--- src/polyphonic_dds_mixer_macros.svh ---
// ----------------------------------------------------------------------------
// Assertion macros for the polyphonic DDS mixer
// Short forms for clocked implication checks with an async low reset.
// ----------------------------------------------------------------------------
`ifndef POLYPHONIC_DDS_MIXER_MACROS_SVH
`define POLYPHONIC_DDS_MIXER_MACROS_SVH

// Same-cycle implication.
`define PDM_ASSERT_IMP(label, clk, rst_n, ante, cons, msg) \
  label: assert property (@(posedge clk) disable iff (!rst_n) (ante) |-> (cons)) \
    else $error(msg);

// Next-cycle implication.
`define PDM_ASSERT_NXT(label, clk, rst_n, ante, cons, msg) \
  label: assert property (@(posedge clk) disable iff (!rst_n) (ante) |=> (cons)) \
    else $error(msg);

`endif

--- src/pdm_pkg.sv ---
// ----------------------------------------------------------------------------
// pdm_pkg
// Shared sizes, types, sine table and helper functions of the DDS mixer.
// ----------------------------------------------------------------------------
`default_nettype none

package pdm_pkg;

  // Bank geometry.
  localparam int Keys          = 12;
  localparam int Octaves       = 4;
  localparam int SineDepth     = 256;
  localparam int PhaseFracBits = 16;

  // Port field widths.
  localparam int MaskW    = 12;
  localparam int OctaveW  = 2;
  localparam int VolW     = 12;
  localparam int StepIdxW = 6;
  localparam int StepW    = 24;
  localparam int DacW     = 8;
  localparam int CountW   = 4;

  // Internal widths.
  localparam int SampleW    = 16;
  localparam int RomAddrW   = 8;
  localparam int QuarterLen = 64;
  localparam int PosW       = $clog2(SineDepth);
  localparam int PhaseW     = PosW + PhaseFracBits;
  localparam int OctSelW    = (Octaves > 1) ? $clog2(Octaves) : 1;
  localparam int CntW       = $clog2(Keys + 1);
  localparam int SumW       = SampleW + $clog2(Keys + 1);
  localparam int MagW       = SumW - 1;
  localparam int ProdW      = MagW + VolW;
  localparam int GroupSize  = 4;
  localparam int NumGroups  = (Keys + GroupSize - 1) / GroupSize;

  // Mix scaling: divide by 4 * 4095 through a reciprocal multiply. With the
  // shift one past the product width the estimate is low by at most one.
  localparam int MixDivisor = 16380;
  localparam int RecipShift = ProdW + 1;
  localparam int RecipW     = RecipShift - $clog2(MixDivisor) + 1;
  localparam logic [RecipW-1:0] MixRecip =
    RecipW'((64'd1 << RecipShift) / 64'(MixDivisor));
  localparam int EstW       = ProdW + RecipW;
  localparam int QW         = EstW - RecipShift;

  localparam int SampleMax = 32767;
  localparam int DacMid    = 32768;
  localparam logic [DacW-1:0] DacSilence = 8'd128;

  typedef enum logic {
    OpRender = 1'b0,
    OpLoad   = 1'b1
  } op_e;

  typedef struct packed {
    logic               held;
    logic [SampleW-1:0] sample;
  } lane_out_t;

  localparam logic signed [SampleW-1:0] QuarterWave [QuarterLen+1] = '{
        0,   804,  1608,  2410,  3212,  4011,  4808,  5602,
     6393,  7179,  7962,  8739,  9512, 10278, 11039, 11793,
    12539, 13278, 14010, 14732, 15446, 16151, 16846, 17530,
    18204, 18868, 19519, 20159, 20787, 21403, 22005, 22594,
    23170, 23731, 24279, 24811, 25329, 25832, 26319, 26790,
    27245, 27683, 28105, 28510, 28898, 29268, 29621, 29956,
    30273, 30571, 30851, 31113, 31356, 31580, 31785, 31971,
    32137, 32285, 32412, 32521, 32609, 32678, 32728, 32757,
    32767
  };

  // Full sine period rebuilt from the quarter wave by symmetry.
  function automatic logic signed [SampleW-1:0] sine_lookup(input logic [RomAddrW-1:0] addr);
    logic [1:0]                quad;
    logic [5:0]                r;
    logic [6:0]                idx;
    logic signed [SampleW-1:0] v;
    quad = addr[7:6];
    r    = addr[5:0];
    idx  = quad[0] ? 7'(7'(QuarterLen) - {1'b0, r}) : {1'b0, r};
    v    = QuarterWave[idx];
    return quad[1] ? -v : v;
  endfunction

  // Scales an integer phase position onto the 256-entry table.
  function automatic logic [RomAddrW-1:0] rom_addr(input logic [PosW-1:0] pos);
    logic [PosW+RomAddrW-1:0] wide;
    wide = {pos, {RomAddrW{1'b0}}} >> PosW;
    return wide[RomAddrW-1:0];
  endfunction

endpackage

`default_nettype wire

--- src/pdm_mixer.sv ---
// ----------------------------------------------------------------------------
// pdm_mixer
// Merges the lane samples: sum, volume gain, divide, clamp and DAC mapping.
// ----------------------------------------------------------------------------
`default_nettype none

module pdm_mixer import pdm_pkg::*; (
  input  logic             clk_i,
  input  logic             rst_ni,
  input  lane_out_t        lane_i [Keys],
  input  logic             valid_i,
  input  logic [VolW-1:0]  volume_i,
  output logic             take_o,
  input  logic             out_stall_i,
  output logic             out_valid_o,
  output logic [DacW-1:0]  dac_sample_o,
  output logic [CountW-1:0] active_count_o
);

  localparam int NumStages = 5;

  logic [NumStages-1:0] v_q;
  logic [NumStages-1:0] v_d;
  logic [NumStages-1:0] en;

  // Stage 1: partial sums over groups of lanes.
  logic signed [SumW-1:0] grp_sum  [NumGroups];
  logic signed [SumW-1:0] s1_grp_q [NumGroups];
  logic [CntW-1:0]        cnt_sum;
  logic [CntW-1:0]        s1_cnt_q;
  logic [VolW-1:0]        s1_vol_q;

  // Stage 2: sign and magnitude of the total.
  logic signed [SumW-1:0] total;
  logic                   s2_neg_q;
  logic [MagW-1:0]        s2_mag_q;
  logic [CntW-1:0]        s2_cnt_q;
  logic [VolW-1:0]        s2_vol_q;

  // Stage 3: gain product.
  logic                   s3_neg_q;
  logic [ProdW-1:0]       s3_prod_q;
  logic [CntW-1:0]        s3_cnt_q;

  // Stage 4: reciprocal estimate.
  logic                   s4_neg_q;
  logic [ProdW-1:0]       s4_prod_q;
  logic [EstW-1:0]        s4_est_q;
  logic [CntW-1:0]        s4_cnt_q;

  // Stage 5: quotient fix-up and output.
  logic [QW-1:0]          q0;
  logic [ProdW:0]         corr;
  logic [ProdW:0]         rem;
  logic [QW:0]            q1;
  logic [16:0]            biased;
  logic [DacW-1:0]        dac_d;
  logic [DacW-1:0]        dac_q;
  logic [CntW-1:0]        cnt_q;

  // A stage takes new data when it is empty or its successor moves on.
  always_comb begin
    en[NumStages-1] = !v_q[NumStages-1] || !out_stall_i;
    for (int i = NumStages - 2; i >= 0; i--) begin
      en[i] = !v_q[i] || en[i+1];
    end
  end

  always_comb begin
    v_d[0] = en[0] ? valid_i : v_q[0];
    for (int i = 1; i < NumStages; i++) begin
      v_d[i] = en[i] ? v_q[i-1] : v_q[i];
    end
  end

  always_ff @(posedge clk_i or negedge rst_ni) begin
    if (!rst_ni) begin
      v_q <= '0;
    end else begin
      v_q <= v_d;
    end
  end

  assign take_o = en[0];

  always_comb begin
    for (int g = 0; g < NumGroups; g++) begin
      grp_sum[g] = '0;
    end
    cnt_sum = '0;
    for (int k = 0; k < Keys; k++) begin
      grp_sum[k / GroupSize] = grp_sum[k / GroupSize]
                               + SumW'($signed(lane_i[k].sample));
      cnt_sum = cnt_sum + CntW'(lane_i[k].held);
    end
  end

  always_ff @(posedge clk_i) begin
    if (en[0]) begin
      s1_grp_q <= grp_sum;
      s1_cnt_q <= cnt_sum;
      s1_vol_q <= volume_i;
    end
  end

  always_comb begin
    total = '0;
    for (int g = 0; g < NumGroups; g++) begin
      total = total + s1_grp_q[g];
    end
  end

  always_ff @(posedge clk_i) begin
    if (en[1]) begin
      s2_neg_q <= total[SumW-1];
      s2_mag_q <= total[SumW-1] ? MagW'(-total) : MagW'(total);
      s2_cnt_q <= s1_cnt_q;
      s2_vol_q <= s1_vol_q;
    end
  end

  always_ff @(posedge clk_i) begin
    if (en[2]) begin
      s3_neg_q  <= s2_neg_q;
      s3_prod_q <= ProdW'(s2_mag_q) * ProdW'(s2_vol_q);
      s3_cnt_q  <= s2_cnt_q;
    end
  end

  always_ff @(posedge clk_i) begin
    if (en[3]) begin
      s4_neg_q  <= s3_neg_q;
      s4_prod_q <= s3_prod_q;
      s4_est_q  <= EstW'(s3_prod_q) * EstW'(MixRecip);
      s4_cnt_q  <= s3_cnt_q;
    end
  end

  // The estimate is the true quotient or one below it; the remainder decides.
  // Truncation toward zero follows from dividing the magnitude.
  always_comb begin
    q0   = s4_est_q[EstW-1:RecipShift];
    corr = (ProdW+1)'(q0) * (ProdW+1)'(MixDivisor);
    rem  = {1'b0, s4_prod_q} - corr;
    q1   = (QW+1)'(q0) + (QW+1)'(rem >= (ProdW+1)'(MixDivisor));
    if (s4_neg_q) begin
      if (q1 >= (QW+1)'(DacMid)) begin
        biased = '0;
      end else begin
        biased = 17'(DacMid) - 17'(q1);
      end
    end else begin
      if (q1 > (QW+1)'(SampleMax)) begin
        biased = 17'(SampleMax + DacMid);
      end else begin
        biased = 17'(q1) + 17'(DacMid);
      end
    end
    dac_d = biased[15:8];
  end

  always_ff @(posedge clk_i) begin
    if (en[4]) begin
      dac_q <= dac_d;
      cnt_q <= s4_cnt_q;
    end
  end

  assign out_valid_o    = v_q[NumStages-1];
  assign dac_sample_o   = dac_q;
  assign active_count_o = CountW'(cnt_q);

endmodule

`default_nettype wire

--- config.mk ---
export PLATFORM = sky130hd
export DESIGN_NAME = pdm_mixer
export DESIGN_NICKNAME = d
export VERILOG_FILES = /design/src/polyphonic_dds_mixer_macros.svh /design/src/pdm_pkg.sv /design/src/pdm_mixer.sv
export SDC_FILE = /design/constraint.sdc
export NUM_CORES = 1
export LEC_CHECK = 0
export BUFFER_PORTS_ARGS = -buffer_cell sky130_fd_sc_hd__buf_2
export CAP_MARGIN = 20
export CORE_MARGIN = 2
export CORE_UTILIZATION = 63
export CTS_CLUSTER_SIZE = 8
export DETAILED_ROUTE_END_ITERATION = 10
export PLACE_DENSITY_LB_ADDON = 0.08
export SYNTH_ARGS = -nofsm -noshare
export SYNTH_HDL_FRONTEND = slang
export SYNTH_SLANG_ARGS = --single-unit
--- constraint.sdc ---
create_clock -name clk_i -period 13.12 [get_ports clk_i]
set_input_delay 2.624 -clock clk_i [delete_from_list [all_inputs] [get_ports clk_i]]
set_output_delay 2.624 -clock clk_i [all_outputs]
set_load 0.01 [all_outputs]
==> results.ini <==
[status]
status=finished clean

[cts]
cts_resized=0
clock_path_buffers=3
cts_num_sinks=214
cts_hold_buf=0
cts_buffers=34
clock_tree.root_cell=sky130_fd_sc_hd__clkbuf_16
cts_tree=yes
maximum_level_of_the_cts_h_tree=2
post_cts_setup_repair_bufs=0
worst_setup_hold_path_clk_slew_ns=0.05
insertion_delay_ns=0.54

[sta]
final.setup_skew_ns=0.0173
timing.fmax_mhz=85.7
hold_viol=0
final.setup.worst_slack_ns=1.45
timing_max_transition_violations_final=0
worst_slew_margin_rel=0.350
fin_crit_sh=0.890
final-setup-viol-count=0
rsz_0062_raised_after_global_routing=no
minimum_clock_period_after_layout_ns=11.67
tightest_slew_ns=0.974
setup_total_negative_slack_ns=0

[detailed_routing]
ant_nets=0
detailroute.via_count=19500
firstDrtPassIters=5
post_detailed_route_drc_marker_count=0
detail_route.vias_per_cell=5.72
routed_wire_length_per_instance_um=18.6
drt-initial-drc-count=1127
wirelength_mm=63.3

[die]
die-height_um=212
dieWidth_um=212
fp.dieArea_um2=45100
core_area_um2=43000
initial_standard_cell_utilization_of_the_core=0.637
row_count=76
design.portCount=234

[worst_setup_path]
worst_path_max_delay_cell=sky130_fd_sc_hd__o41ai_1
worst_ep_arrival_time_ns=11.94
worst_setup_path_end_kind=flip-flop
crit_buf_inv=4
timing.critical_path.max_delay_family=simple AND/OR/NAND/NOR gates
critical_path.max_fanout=10
timing.critical_path.required_ns=13.39
crit_path_frequent_cell=sky130_fd_sc_hd__fa_1
critPathKind=flip-flop to flip-flop
cpPeakStageDelay_ns=0.80
worst_setup_path_start_kind=flip-flop

[synth]
post_synth_edffs=209
synth.yosys.seq_area_share=0.234
yosys-top-cells-area=sky130_fd_sc_hd__fa_1 (30%), sky130_fd_sc_hd__edfxtp_1 (23%), sky130_fd_sc_hd__ha_1 (14%), sky130_fd_sc_hd__inv_1 (5.6%), sky130_fd_sc_hd__xnor2_1 (3.5%)
number_of_warning_messages_in_the_yosys_log=0
post-synth-top-area-fraction=0.298
synth_cells=2583
synth_area_per_cell_um2=10.6
syn-num-nets=3518
synth.most_common_cell=sky130_fd_sc_hd__inv_1
netlist_area_um2=27400
synth_ff_type=sky130_fd_sc_hd__edfxtp_1
synth_area_leader_cell=sky130_fd_sc_hd__fa_1
synth-async-reset-ratio=0.0234
postSynthRegisterBits=214
synth_cell_types=69
netlist_top_cells_count=sky130_fd_sc_hd__inv_1 (411), sky130_fd_sc_hd__fa_1 (407), sky130_fd_sc_hd__ha_1 (308), sky130_fd_sc_hd__nand2_1 (230), sky130_fd_sc_hd__edfxtp_1 (209)

[finish]
final_layout_size_suffix_gt1_frac=0.113
synthToLayoutAreaGrowth_pct=9.88
antenna-diode-count=0
fin_nets=3735
final_design_area_no_fill_um2=30100
fin_util=0.700
filler_cell_count=3247

[place]
placed_area_um2=29100
place.port_buffers=233
place_congestion=0.957
place_hpwl_mm=52.8
dp_worst_setup_slack_ns=1.45

[grt]
grt_pass1_vias=21100
grt_overflow=0
globalRouteTotalUtil=0.295
grt_max_degree=75
grt_first_pass_wirelength_mm=104
number_of_antenna_violations_at_the_first_check_in_global_routing=0

[worst_hold_path]
hold_path_class=flip-flop to flip-flop

[flow_run]
maxCapViolations=0

stage by stage:
| stage | hold slack (ns) | std cells |
|---|---|---|
| 5_1_grt | 0.419 | 3400 |
| 6_report | 0.412 | 3400 |
| 2_1_floorplan | 0.400 | 2583 |
| 4_1_cts | 0.413 | 3398 |
| 3_3_place_gp | 0.401 | 3347 |
| 3_5_place_dp | 0.405 | 3347 |
registers in the layout (all words and copies together) (netlist names):
name,cells
s3_cnt_q,4
s4_cnt_q,4
s1_grp_q,57
s4_est_q,18
s4_prod_q,29
dac_sample_o,8
s3_neg_q,1
s4_neg_q,1
s2_cnt_q,4
s2_mag_q,19
active_count_o,4
s2_vol_q,12
s1_cnt_q,4
s2_neg_q,1
s1_vol_q,12
s3_prod_q,31
v_q,5
placed cells by master, fill, tap and decap left out, drive strengths merged, types with 40 or more instances in the layout:
cell    instances
nand3          40
nand2         230
buf           237
clkbuf         44
fa            407
o21ai          74
inv           412
xnor2         108
a21o           44
ha            308
nor2           85
and2           93
xor2           45
edfxtp        209
a21oi         110
cell families (layout without fill, tap and decap cells):
family          count (synthesis)  in the layout  synth area share
simple gates                  606            606             0.108
xor+xnor                      153            153            0.0490
buf+inv                       468            700            0.0646
fa+ha+maj                     715            715             0.439
compound gates                420            420             0.103
flops                         214            214             0.234
mux                             7              7           0.00256
layout make-up:
type / count / area, µm² / area share
Clock buffer: 43 / 885 / 0.0294
Clock inverter: 8 / 105 / 0.00350
Inverter: 411 / 1540 / 0.0513
Multi-Input combinational cell: 1901 / 19200 / 0.639
Sequential cell: 214 / 6400 / 0.213
Tap cell: 585 / 732 / 0.0243
Timing Repair Buffer: 238 / 1200 / 0.0401
final timing paths:
check,from,to,slack [ns],depth (start not counted)
worst max register to register,s4_est_q[36],dac_sample_o[3],1.45,39
worst max-delay path,s4_est_q[36],dac_sample_o[3],1.45,39
worst min register to register,s1_vol_q[5],s2_vol_q[5],0.41,0
worst min-delay path,s1_vol_q[5],s2_vol_q[5],0.41,0
max in group asynchronous,rst_ni,v_q[3],11.08,1
min in group asynchronous,rst_ni,v_q[0],1.90,1
layer usage:
layer | up-vias | wire length [µm] | GRT usage
li1 | 9081 | - | -
met1 | 9643 | 25800 | 0.368
met2 | 605 | 32400 | 0.528
met3 | 125 | 3120 | 0.0374
met4 | 0 | 2070 | 0.102
met5 | - | 0 | 0
Power is not shown: default switching activity piles up to over one toggle a cycle in this logic, so the estimate is an artifact.
