<file path="config.mk">
export PLATFORM = sky130hd
export DESIGN_NAME = pdm_lane
export DESIGN_NICKNAME = d
export VERILOG_FILES = /design/src/polyphonic_dds_mixer_macros.svh /design/src/pdm_pkg.sv /design/src/pdm_lane.sv
export SDC_FILE = /design/constraint.sdc
export NUM_CORES = 1
export LEC_CHECK = 0
export BUFFER_PORTS_ARGS = -buffer_cell sky130_fd_sc_hd__buf_4
export CORE_UTILIZATION = 50
export CTS_CLUSTER_SIZE = 25
export DETAILED_ROUTE_END_ITERATION = 8
export HOLD_SLACK_MARGIN = 0.08
export PLACE_DENSITY_LB_ADDON = 0.05
export SLEW_MARGIN = 20
export SYNTH_ARGS = -nofsm -noshare
export SYNTH_HDL_FRONTEND = slang
export SYNTH_SLANG_ARGS = --single-unit
</file>
<file path="constraint.sdc">
create_clock -name clk_i -period 6.47 [get_ports clk_i]
set_input_delay 1.294 -clock clk_i [delete_from_list [all_inputs] [get_ports clk_i]]
set_output_delay 1.294 -clock clk_i [all_outputs]
set_load 0.01 [all_outputs]
</file>
<file path="src/polyphonic_dds_mixer_macros.svh">
// ----------------------------------------------------------------------------
// Assertion macros for the polyphonic DDS mixer
// Short forms for clocked implication checks with an async low reset.
// ----------------------------------------------------------------------------
`ifndef POLYPHONIC_DDS_MIXER_MACROS_SVH
`define POLYPHONIC_DDS_MIXER_MACROS_SVH

// Same-cycle implication.
`define PDM_ASSERT_IMP(label, clk, rst_n, ante, cons, msg) \
  label: assert property (@(posedge clk) disable iff (!rst_n) (ante) |-> (cons)) \
    else $error(msg);

// Next-cycle implication.
`define PDM_ASSERT_NXT(label, clk, rst_n, ante, cons, msg) \
  label: assert property (@(posedge clk) disable iff (!rst_n) (ante) |=> (cons)) \
    else $error(msg);

`endif

</file>
<file path="src/pdm_pkg.sv">
// ----------------------------------------------------------------------------
// pdm_pkg
// Shared sizes, types, sine table and helper functions of the DDS mixer.
// ----------------------------------------------------------------------------
`default_nettype none

package pdm_pkg;

  // Bank geometry.
  localparam int Keys          = 12;
  localparam int Octaves       = 4;
  localparam int SineDepth     = 256;
  localparam int PhaseFracBits = 16;

  // Port field widths.
  localparam int MaskW    = 12;
  localparam int OctaveW  = 2;
  localparam int VolW     = 12;
  localparam int StepIdxW = 6;
  localparam int StepW    = 24;
  localparam int DacW     = 8;
  localparam int CountW   = 4;

  // Internal widths.
  localparam int SampleW    = 16;
  localparam int RomAddrW   = 8;
  localparam int QuarterLen = 64;
  localparam int PosW       = $clog2(SineDepth);
  localparam int PhaseW     = PosW + PhaseFracBits;
  localparam int OctSelW    = (Octaves > 1) ? $clog2(Octaves) : 1;
  localparam int CntW       = $clog2(Keys + 1);
  localparam int SumW       = SampleW + $clog2(Keys + 1);
  localparam int MagW       = SumW - 1;
  localparam int ProdW      = MagW + VolW;
  localparam int GroupSize  = 4;
  localparam int NumGroups  = (Keys + GroupSize - 1) / GroupSize;

  // Mix scaling: divide by 4 * 4095 through a reciprocal multiply. With the
  // shift one past the product width the estimate is low by at most one.
  localparam int MixDivisor = 16380;
  localparam int RecipShift = ProdW + 1;
  localparam int RecipW     = RecipShift - $clog2(MixDivisor) + 1;
  localparam logic [RecipW-1:0] MixRecip =
    RecipW'((64'd1 << RecipShift) / 64'(MixDivisor));
  localparam int EstW       = ProdW + RecipW;
  localparam int QW         = EstW - RecipShift;

  localparam int SampleMax = 32767;
  localparam int DacMid    = 32768;
  localparam logic [DacW-1:0] DacSilence = 8'd128;

  typedef enum logic {
    OpRender = 1'b0,
    OpLoad   = 1'b1
  } op_e;

  typedef struct packed {
    logic               held;
    logic [SampleW-1:0] sample;
  } lane_out_t;

  localparam logic signed [SampleW-1:0] QuarterWave [QuarterLen+1] = '{
        0,   804,  1608,  2410,  3212,  4011,  4808,  5602,
     6393,  7179,  7962,  8739,  9512, 10278, 11039, 11793,
    12539, 13278, 14010, 14732, 15446, 16151, 16846, 17530,
    18204, 18868, 19519, 20159, 20787, 21403, 22005, 22594,
    23170, 23731, 24279, 24811, 25329, 25832, 26319, 26790,
    27245, 27683, 28105, 28510, 28898, 29268, 29621, 29956,
    30273, 30571, 30851, 31113, 31356, 31580, 31785, 31971,
    32137, 32285, 32412, 32521, 32609, 32678, 32728, 32757,
    32767
  };

  // Full sine period rebuilt from the quarter wave by symmetry.
  function automatic logic signed [SampleW-1:0] sine_lookup(input logic [RomAddrW-1:0] addr);
    logic [1:0]                quad;
    logic [5:0]                r;
    logic [6:0]                idx;
    logic signed [SampleW-1:0] v;
    quad = addr[7:6];
    r    = addr[5:0];
    idx  = quad[0] ? 7'(7'(QuarterLen) - {1'b0, r}) : {1'b0, r};
    v    = QuarterWave[idx];
    return quad[1] ? -v : v;
  endfunction

  // Scales an integer phase position onto the 256-entry table.
  function automatic logic [RomAddrW-1:0] rom_addr(input logic [PosW-1:0] pos);
    logic [PosW+RomAddrW-1:0] wide;
    wide = {pos, {RomAddrW{1'b0}}} >> PosW;
    return wide[RomAddrW-1:0];
  endfunction

endpackage

`default_nettype wire

</file>
<file path="src/pdm_lane.sv">
// ----------------------------------------------------------------------------
// pdm_lane
// One key: its oscillators across all octaves, sine lookup and phase step.
// ----------------------------------------------------------------------------
`default_nettype none

module pdm_lane import pdm_pkg::*; (
  input  logic               clk_i,
  input  logic               rst_ni,
  input  logic               en_i,
  input  logic               render_i,
  input  logic               held_i,
  input  logic [OctSelW-1:0] oct_i,
  input  logic [Octaves-1:0] load_we_i,
  input  logic [StepW-1:0]   step_value_i,
  output lane_out_t          lane_o
);

  logic [PhaseW-1:0] acc_q [Octaves];
  logic [PhaseW-1:0] acc_d [Octaves];
  logic [PhaseW-1:0] inc_q [Octaves];
  logic [PhaseW-1:0] phase;
  logic              hit;
  lane_out_t         lane_q;
  lane_out_t         lane_d;

  assign hit   = render_i && held_i;
  assign phase = acc_q[oct_i];

  // The phase wraps naturally at the table length in the register width.
  always_comb begin
    acc_d = acc_q;
    if (hit) begin
      acc_d[oct_i] = phase + inc_q[oct_i];
    end
  end

  always_ff @(posedge clk_i or negedge rst_ni) begin
    if (!rst_ni) begin
      for (int o = 0; o < Octaves; o++) begin
        acc_q[o] <= '0;
      end
    end else begin
      acc_q <= acc_d;
    end
  end

  always_ff @(posedge clk_i) begin
    for (int o = 0; o < Octaves; o++) begin
      if (load_we_i[o]) begin
        inc_q[o] <= PhaseW'(step_value_i);
      end
    end
  end

  always_comb begin
    lane_d.held   = hit;
    lane_d.sample = hit ? sine_lookup(rom_addr(phase[PhaseW-1:PhaseFracBits])) : '0;
  end

  always_ff @(posedge clk_i) begin
    if (en_i) begin
      lane_q <= lane_d;
    end
  end

  assign lane_o = lane_q;

endmodule

`default_nettype wire

</file>
==> metrics.md, run 1 <==
| Metric | Value |
|---|---|
| Cell count after synthesis | `1026` |
| Ranking of synthesized cells by area | `edfxtp_1, dfrtp_1, mux4_2` |
| DRT Pass-1 Iters | `6` |
| Die area | `23500 um^2` |
| Core area | `22600 um^2` |
| WP data arrival | `5.83 ns` |
| Share of cells above drive strength 1 | `18.5%` |
| Syn_nets | `1097` |
| Status | `finished clean` |
| Initial core utilization | `50.8%` |
| Clock tree buffer depth | `3` |
| Detailed placement HPWL | `19.0 mm` |
| Max_cap viols | `0` |
| # rows | `55` |
| Cell with the most instances after synthesis | `nand2_1` |
| Finish-stage setup viols | `0` |
| Post-Syn Area | `11500 um^2` |
| Initial antenna violation count | `1` |
| Worst hold path class | `flip-flop to flip-flop` |
| Final ANT Viol Nets | `0` |
| Final std cells w/o fill | `1368` |
| Dpl cells | `1328` |
| Critical R2R Launch | `acc_q[17]` |
| R2R depth | `13` |
| CP Capture Type | `flip-flop` |
| Crit path kind | `input pin to flip-flop` |
| RSZ-0062 raised after global routing | `no` |
| CP max FO | `19` |
| Clk_lat worst skew | `0.51 ns` |
| Buffers inserted by post-CTS timing repair | `0` |
| Port Buffers | `51` |
| Post-route cell area | `12900 um^2` |
| Vias in the first global route | `8317` |
| Reg2reg setup slack | `1.80 ns` |
| CTS sink cnt | `209` |
| Required time worst endpoint | `6.84 ns` |
| Top_reg_cell synth | `edfxtp_1` |
| Number of top-level pins | `52` |
| Placer congestion estimate | `1.04` |
| Worst Setup EP | `lane_o[12]` |
| Fin crit period | `5.46 ns` |
| Crit path cell chain | `buf_4 -> mux4_2 -> inv_1 -> ha_1 -> mux2i_1 -> buf_4 -> ha_1 -> nor3_1 -> a2111oi_0 -> o311ai_1 -> or3_1 -> or3_1 -> or4_1 -> nand3_1` |
| Relative slew slack | `31.0%` |
| Antenna Cells | `0` |
| Commonest cells post-synth | `nand2_1, o21ai_0, edfxtp_1, dfrtp_1, nor2_1` |
| Syn_area_per_cell | `11.2 um^2` |
| Top cell type by total area after synthesis | `edfxtp_1` |
| Setup ws final | `1.01 ns` |
| DP Worst Slack | `0.594 ns` |
| Die Width | `153 um` |
| Setup TNS | `0 ns` |
| NumNets Final | `1138` |
| Slowest CP cell | `mux4_2` |
| CP startpoint | `oct_i[0]` |
| Clock transition at the registers of the reported paths | `0.06 ns` |
| Post-synthesis sequential area ratio | `50.6%` |
| Final hold vios | `0` |
| DR vias | `8300` |
| Post-synth EDFFs | `113` |
| Total gr overflow | `0` |
| Async S/R FF share, synth | `45.9%` |
| Synth unique cells | `73` |
| # hold bufs at CTS | `0` |
| DRT iter0 DRCs | `614` |
| Slew @ Worst Pin | `1.03 ns` |
| Flops & latches, synth | `209` |
| H-tree depth | `1` |
| Yosys top cell area share | `29.6%` |
| Synth warn | `0` |
| Remaining DRCs | `0` |
| Max incr delay on CP | `0.57 ns` |
| Die Span Y | `153 um` |
| Max Freq | `183 MHz` |
| Final Cycle Share | `84.4%` |
| Gr usage total | `24.2%` |
| Wire length per cell | `20.1 um` |
| Area grow syn2layout | `12.5%` |
| RR Endpoint | `lane_o[12]` |
| Largest net degree at the start of global routing | `51` |
| Drt via density | `6.07` |
| Filler Cell Count | `1945` |
| CP Launch Type | `input pin` |
| CTS resizes | `0` |
| Total Wirelength | `27.5 mm` |
| TritonCTS Buffers | `22` |
| CTS Root Cell | `clkbuf_16` |
| Global-route wire length before repair | `44.9 mm` |
| CTS tree | `done` |
| Clock skew | `0.0151 ns` |
| Placed cell area | `12200 um^2` |
| Pins Over Slew Limit | `0` |
[flip-flops by register name, summed over array words and instances, names as in the netlist]
register	count
acc_q	96
inc_q	96
lane_o	17
[final cells by class]
type                            instances  area, um^2  share of cell area [%]
Clock buffer                           34         668                    5.18
Clock inverter                          6        43.8                   0.340
Inverter                               24        90.1                   0.699
Multi-Input combinational cell        727        5310                    41.2
Sequential cell                       209        5800                    45.0
Tap cell                              285         357                    2.77
Timing Repair Buffer                   83         623                    4.83
[stage by stage]
step	hold WS, ns	util [%]
CTS	0.479	57.1
floorplan	0.445	-
global placement	0.457	54.0
finish	0.476	57.1
detailed placement	0.466	54.0
global route	0.496	57.1
[per-layer routing]
layer | vias up | part of all wire, % | global-route usage (%)
met4 | 2 | 2.4 | 7.10
met5 | - | 0.033 | 0
met1 | 4012 | 45 | 34.1
li1 | 3958 | - | -
met2 | 275 | 46 | 39.0
met3 | 53 | 6.3 | 3.74
[worst max-delay path: cells and delay by family]
kind,cells,cell delay (ns)
compound gates,2,0.74
fa+ha+maj,2,0.69
buf+inv,3,0.61
mux,2,0.77
simple gates,5,1.70
[logic make-up after synthesis]
| logic type | Yosys count | synth area share [%] |
|---|---|---|
| multiplexers | 72 | 11.8 |
| flip-flops | 209 | 50.6 |
| XOR/XNOR | 34 | 2.60 |
| AND/OR/NAND/NOR | 298 | 12.0 |
| AO/OA/AOI/OAI | 287 | 16.0 |
| adder cells (fa/ha/maj) | 36 | 4.00 |
| buffers and inverters | 90 | 3.09 |
[worst min-delay path by stage]
stage,depth (start not counted),from,end
2_1_floorplan,2,acc_q[26],acc_q[26]
3_3_place_gp,2,acc_q[62],acc_q[62]
3_5_place_dp,2,acc_q[44],acc_q[44]
4_1_cts,2,acc_q[44],acc_q[44]
5_1_grt,2,acc_q[10],acc_q[10]
6_report,2,acc_q[32],acc_q[32]
[cell usage in the layout, fill, tap and decap left out, types with 24 or more instances in the layout]
master	n
edfxtp_1	113
mux4_2	47
dfrtp_1	96
buf_4	83
o21ai_0	120
a21oi_1	45
nor2_1	49
nand3_1	31
ha_1	35
clkbuf_16	24
nand2_1	136
Power of run 1 is left out: the tool's default activity adds up to more than one toggle a clock period on the data nets, which glitch-free logic cannot reach.
==> run 2: changes to the inputs <==
==> constraint.sdc (replaced) <==
create_clock -name clk_i -period 5.3 [get_ports clk_i]
set_input_delay 1.06 -clock clk_i [delete_from_list [all_inputs] [get_ports clk_i]]
set_output_delay 1.06 -clock clk_i [all_outputs]
set_load 0.01 [all_outputs]
==> run 2 against run 1 <==
- non-clock buffer count rose by 48
- sequential cell count unchanged
- clock skew is 0.0014 ns higher
- setup slack lost 0.53 ns
- cell count increased by 3.7%
- register-to-register slack worse by 0.98 ns
- routed wire length grew 1.8%
- first-iteration DRC count rose by 7.0%
- via count rose by 2.3%
- count of clock-buffer cells in the layout decreased by 5
- sequential share of layout area down 1.7 points
- critical path type unchanged
- critical endpoint is now lane_o[6]
- highest routed layer is now met4
==> metrics.md, run 2 (synthesis results as in run 1) <==
| Metric | Value |
|---|---|
| Status | `finished clean` |
| Antenna Cells | `0 (unchanged)` |
| Worst hold path class | `flip-flop to flip-flop` |
| CP Capture Type | `flip-flop` |
| Post-route cell area | `13400 um^2 (+3.9%)` |
| CTS Root Cell | `clkbuf_16` |
| Required time worst endpoint | `5.55 ns (-1.29 ns)` |
| Clock tree buffer depth | `3 (unchanged)` |
| DR vias | `8492 (+2.3%)` |
| Max_cap viols | `0 (unchanged)` |
| Filler Cell Count | `1965 (+1.0%)` |
| Wire length per cell | `19.7 um (-1.8%)` |
| Initial antenna violation count | `0 (-1)` |
| Placed cell area | `12600 um^2 (+3.2%)` |
| Number of top-level pins | `52 (unchanged)` |
| Vias in the first global route | `8410 (+1.1%)` |
| Slew @ Worst Pin | `1.03 ns (+0.00473 ns)` |
| Clock transition at the registers of the reported paths | `0.06 ns (about the same)` |
| CTS resizes | `0 (unchanged)` |
| Core area | `22600 um^2 (unchanged)` |
| Max Freq | `207 MHz` |
| Finished Core Util | `59.4% (+2.2 points)` |
| WP data arrival | `5.07 ns (-0.76 ns)` |
| CTS sink cnt | `209 (unchanged)` |
| Clock skew | `0.0165 ns (+0.00141 ns)` |
| Placer congestion estimate | `0.981 (-5.2%)` |
| Detailed placement HPWL | `19.7 mm (+3.5%)` |
| Port Buffers | `51 (unchanged)` |
| Clk_lat worst skew | `0.52 ns (about the same)` |
| Area of the multi-input gates | `5330 um^2 (+0.33%)` |
| Drt via density | `5.99 (-1.3%)` |
| CP max FO | `17 (-2)` |
| CTS tree | `done` |
| Area grow syn2layout | `16.9%` |
| Die area | `23500 um^2 (unchanged)` |
| DRT Pass-1 Iters | `8 (+2)` |
| H-tree depth | `1 (unchanged)` |
| Register area | `5800 um^2 (unchanged)` |
| Final Cycle Share | `91.0%` |
| Pins Over Slew Limit | `0 (unchanged)` |
| DRT iter0 DRCs | `657 (+7.0%)` |
| # rows | `55 (unchanged)` |
| Gr usage total | `24.9% (+0.66 points)` |
| Fin crit period | `4.82 ns` |
| Total gr overflow | `0 (unchanged)` |
| NumNets Final | `1187 (+4.3%)` |
| Commonest non-fill, non-tap cell in the layout | `nand2_1` |
| Crit path kind | `input pin to flip-flop` |
| CP Launch Type | `input pin` |
| Largest net degree at the start of global routing | `59 (+16%)` |
| Remaining DRCs | `0 (unchanged)` |
| Final hold vios | `0 (unchanged)` |
| Relative slew slack | `30.9% (-0.068 points)` |
| Buffers inserted by post-CTS timing repair | `0 (unchanged)` |
| Die Span Y | `153 um (unchanged)` |
| TritonCTS Buffers | `23 (+4.5%)` |
| Total Wirelength | `28.0 mm (+1.8%)` |
| Global-route wire length before repair | `45.8 mm (+2.1%)` |
| Finish-stage setup viols | `0 (unchanged)` |
| Final ANT Viol Nets | `0 (unchanged)` |
| Commonest cells after routing, fill and taps aside | `nand2_1, buf_4, o21ai_0` |
| RSZ-0062 raised after global routing | `no` |
| Share of cells above drive strength 1 | `22.6% (+4.1 points)` |
| Initial core utilization | `50.8% (unchanged)` |
| Die Width | `153 um (unchanged)` |
| # hold bufs at CTS | `0 (unchanged)` |
run 2: cell types whose count changed in the layout (fill, tap and decap cells not counted), moves of 2 or more:
cell / before / now
buf_4: 83 / 130
clkbuf_1: 7 / 2
bufinv_16: 0 / 4
clkinvlp_4: 1 / 3
inv_6: 0 / 2
run 2: worst paths after layout:
path / cells past startpoint / startpoint / slack (ns) / to
setup / recovery: 20 / oct_i[0] / 0.48 / lane_o[6]
min in group asynchronous: 1 / rst_ni / 0.62 / acc_q[39]
setup reg to reg: 19 / acc_q[17] / 0.82 / lane_o[6]
hold / removal: 2 / acc_q[26] / 0.48 / acc_q[26]
max in group asynchronous: 2 / rst_ni / 3.68 / acc_q[78]
hold reg to reg: 2 / acc_q[26] / 0.48 / acc_q[26]
run 2: per-stage QoR:
| stage | setup TNS (ns) | hold slack, ns | cells | setup slack, ns |
|---|---|---|---|---|
| after floorplan | -0.0176 | 0.445 | 1026 | -0.0176 |
| after global placement | -0.0356 | 0.458 | 1376 | -0.0258 |
| after detailed placement | -0.0165 | 0.468 | 1376 | -0.0165 |
| after CTS | 0 | 0.482 | 1418 | 0.510 |
| after global routing | 0 | 0.498 | 1418 | 0.111 |
| final | 0 | 0.476 | 1418 | 0.478 |
run 2: metal layers:
metal	vias to the layer above	GRT usage (%)	share of wire (%)
met5	-	0	0
met3	62	3.71	6.8
met4	0	8.48	2.7
met2	301	38.7	45
met1	4064	35.8	45
li1	4065	-	-
run 2: cell type report:
| class | instances | share of cell area, % |
|---|---|---|
| Sequential cell | 209 | 43.3 |
| Tap cell | 285 | 2.66 |
| Multi-Input combinational cell | 727 | 39.8 |
| Clock inverter | 13 | 1.34 |
| Inverter | 24 | 0.672 |
| Timing Repair Buffer | 131 | 7.43 |
| Clock buffer | 29 | 4.85 |
run 2: worst max-delay path: stages:
cell	delay, ns
buf_4	0.15
mux4_2	0.57
inv_1	0.11
ha_1	0.16
inv_1	0.15
a21o_1	0.21
nand2_1	0.10
inv_2	0.05
buf_4	0.19
ha_1	0.24
a2111oi_0	0.75
buf_4	0.24
o31ai_1	0.07
o32a_1	0.25
ha_1	0.25
nand4_1	0.11
buf_4	0.17
nor2_1	0.05
nand4_1	0.08
o211ai_1	0.10
Power of run 2 is left out for the same reason.
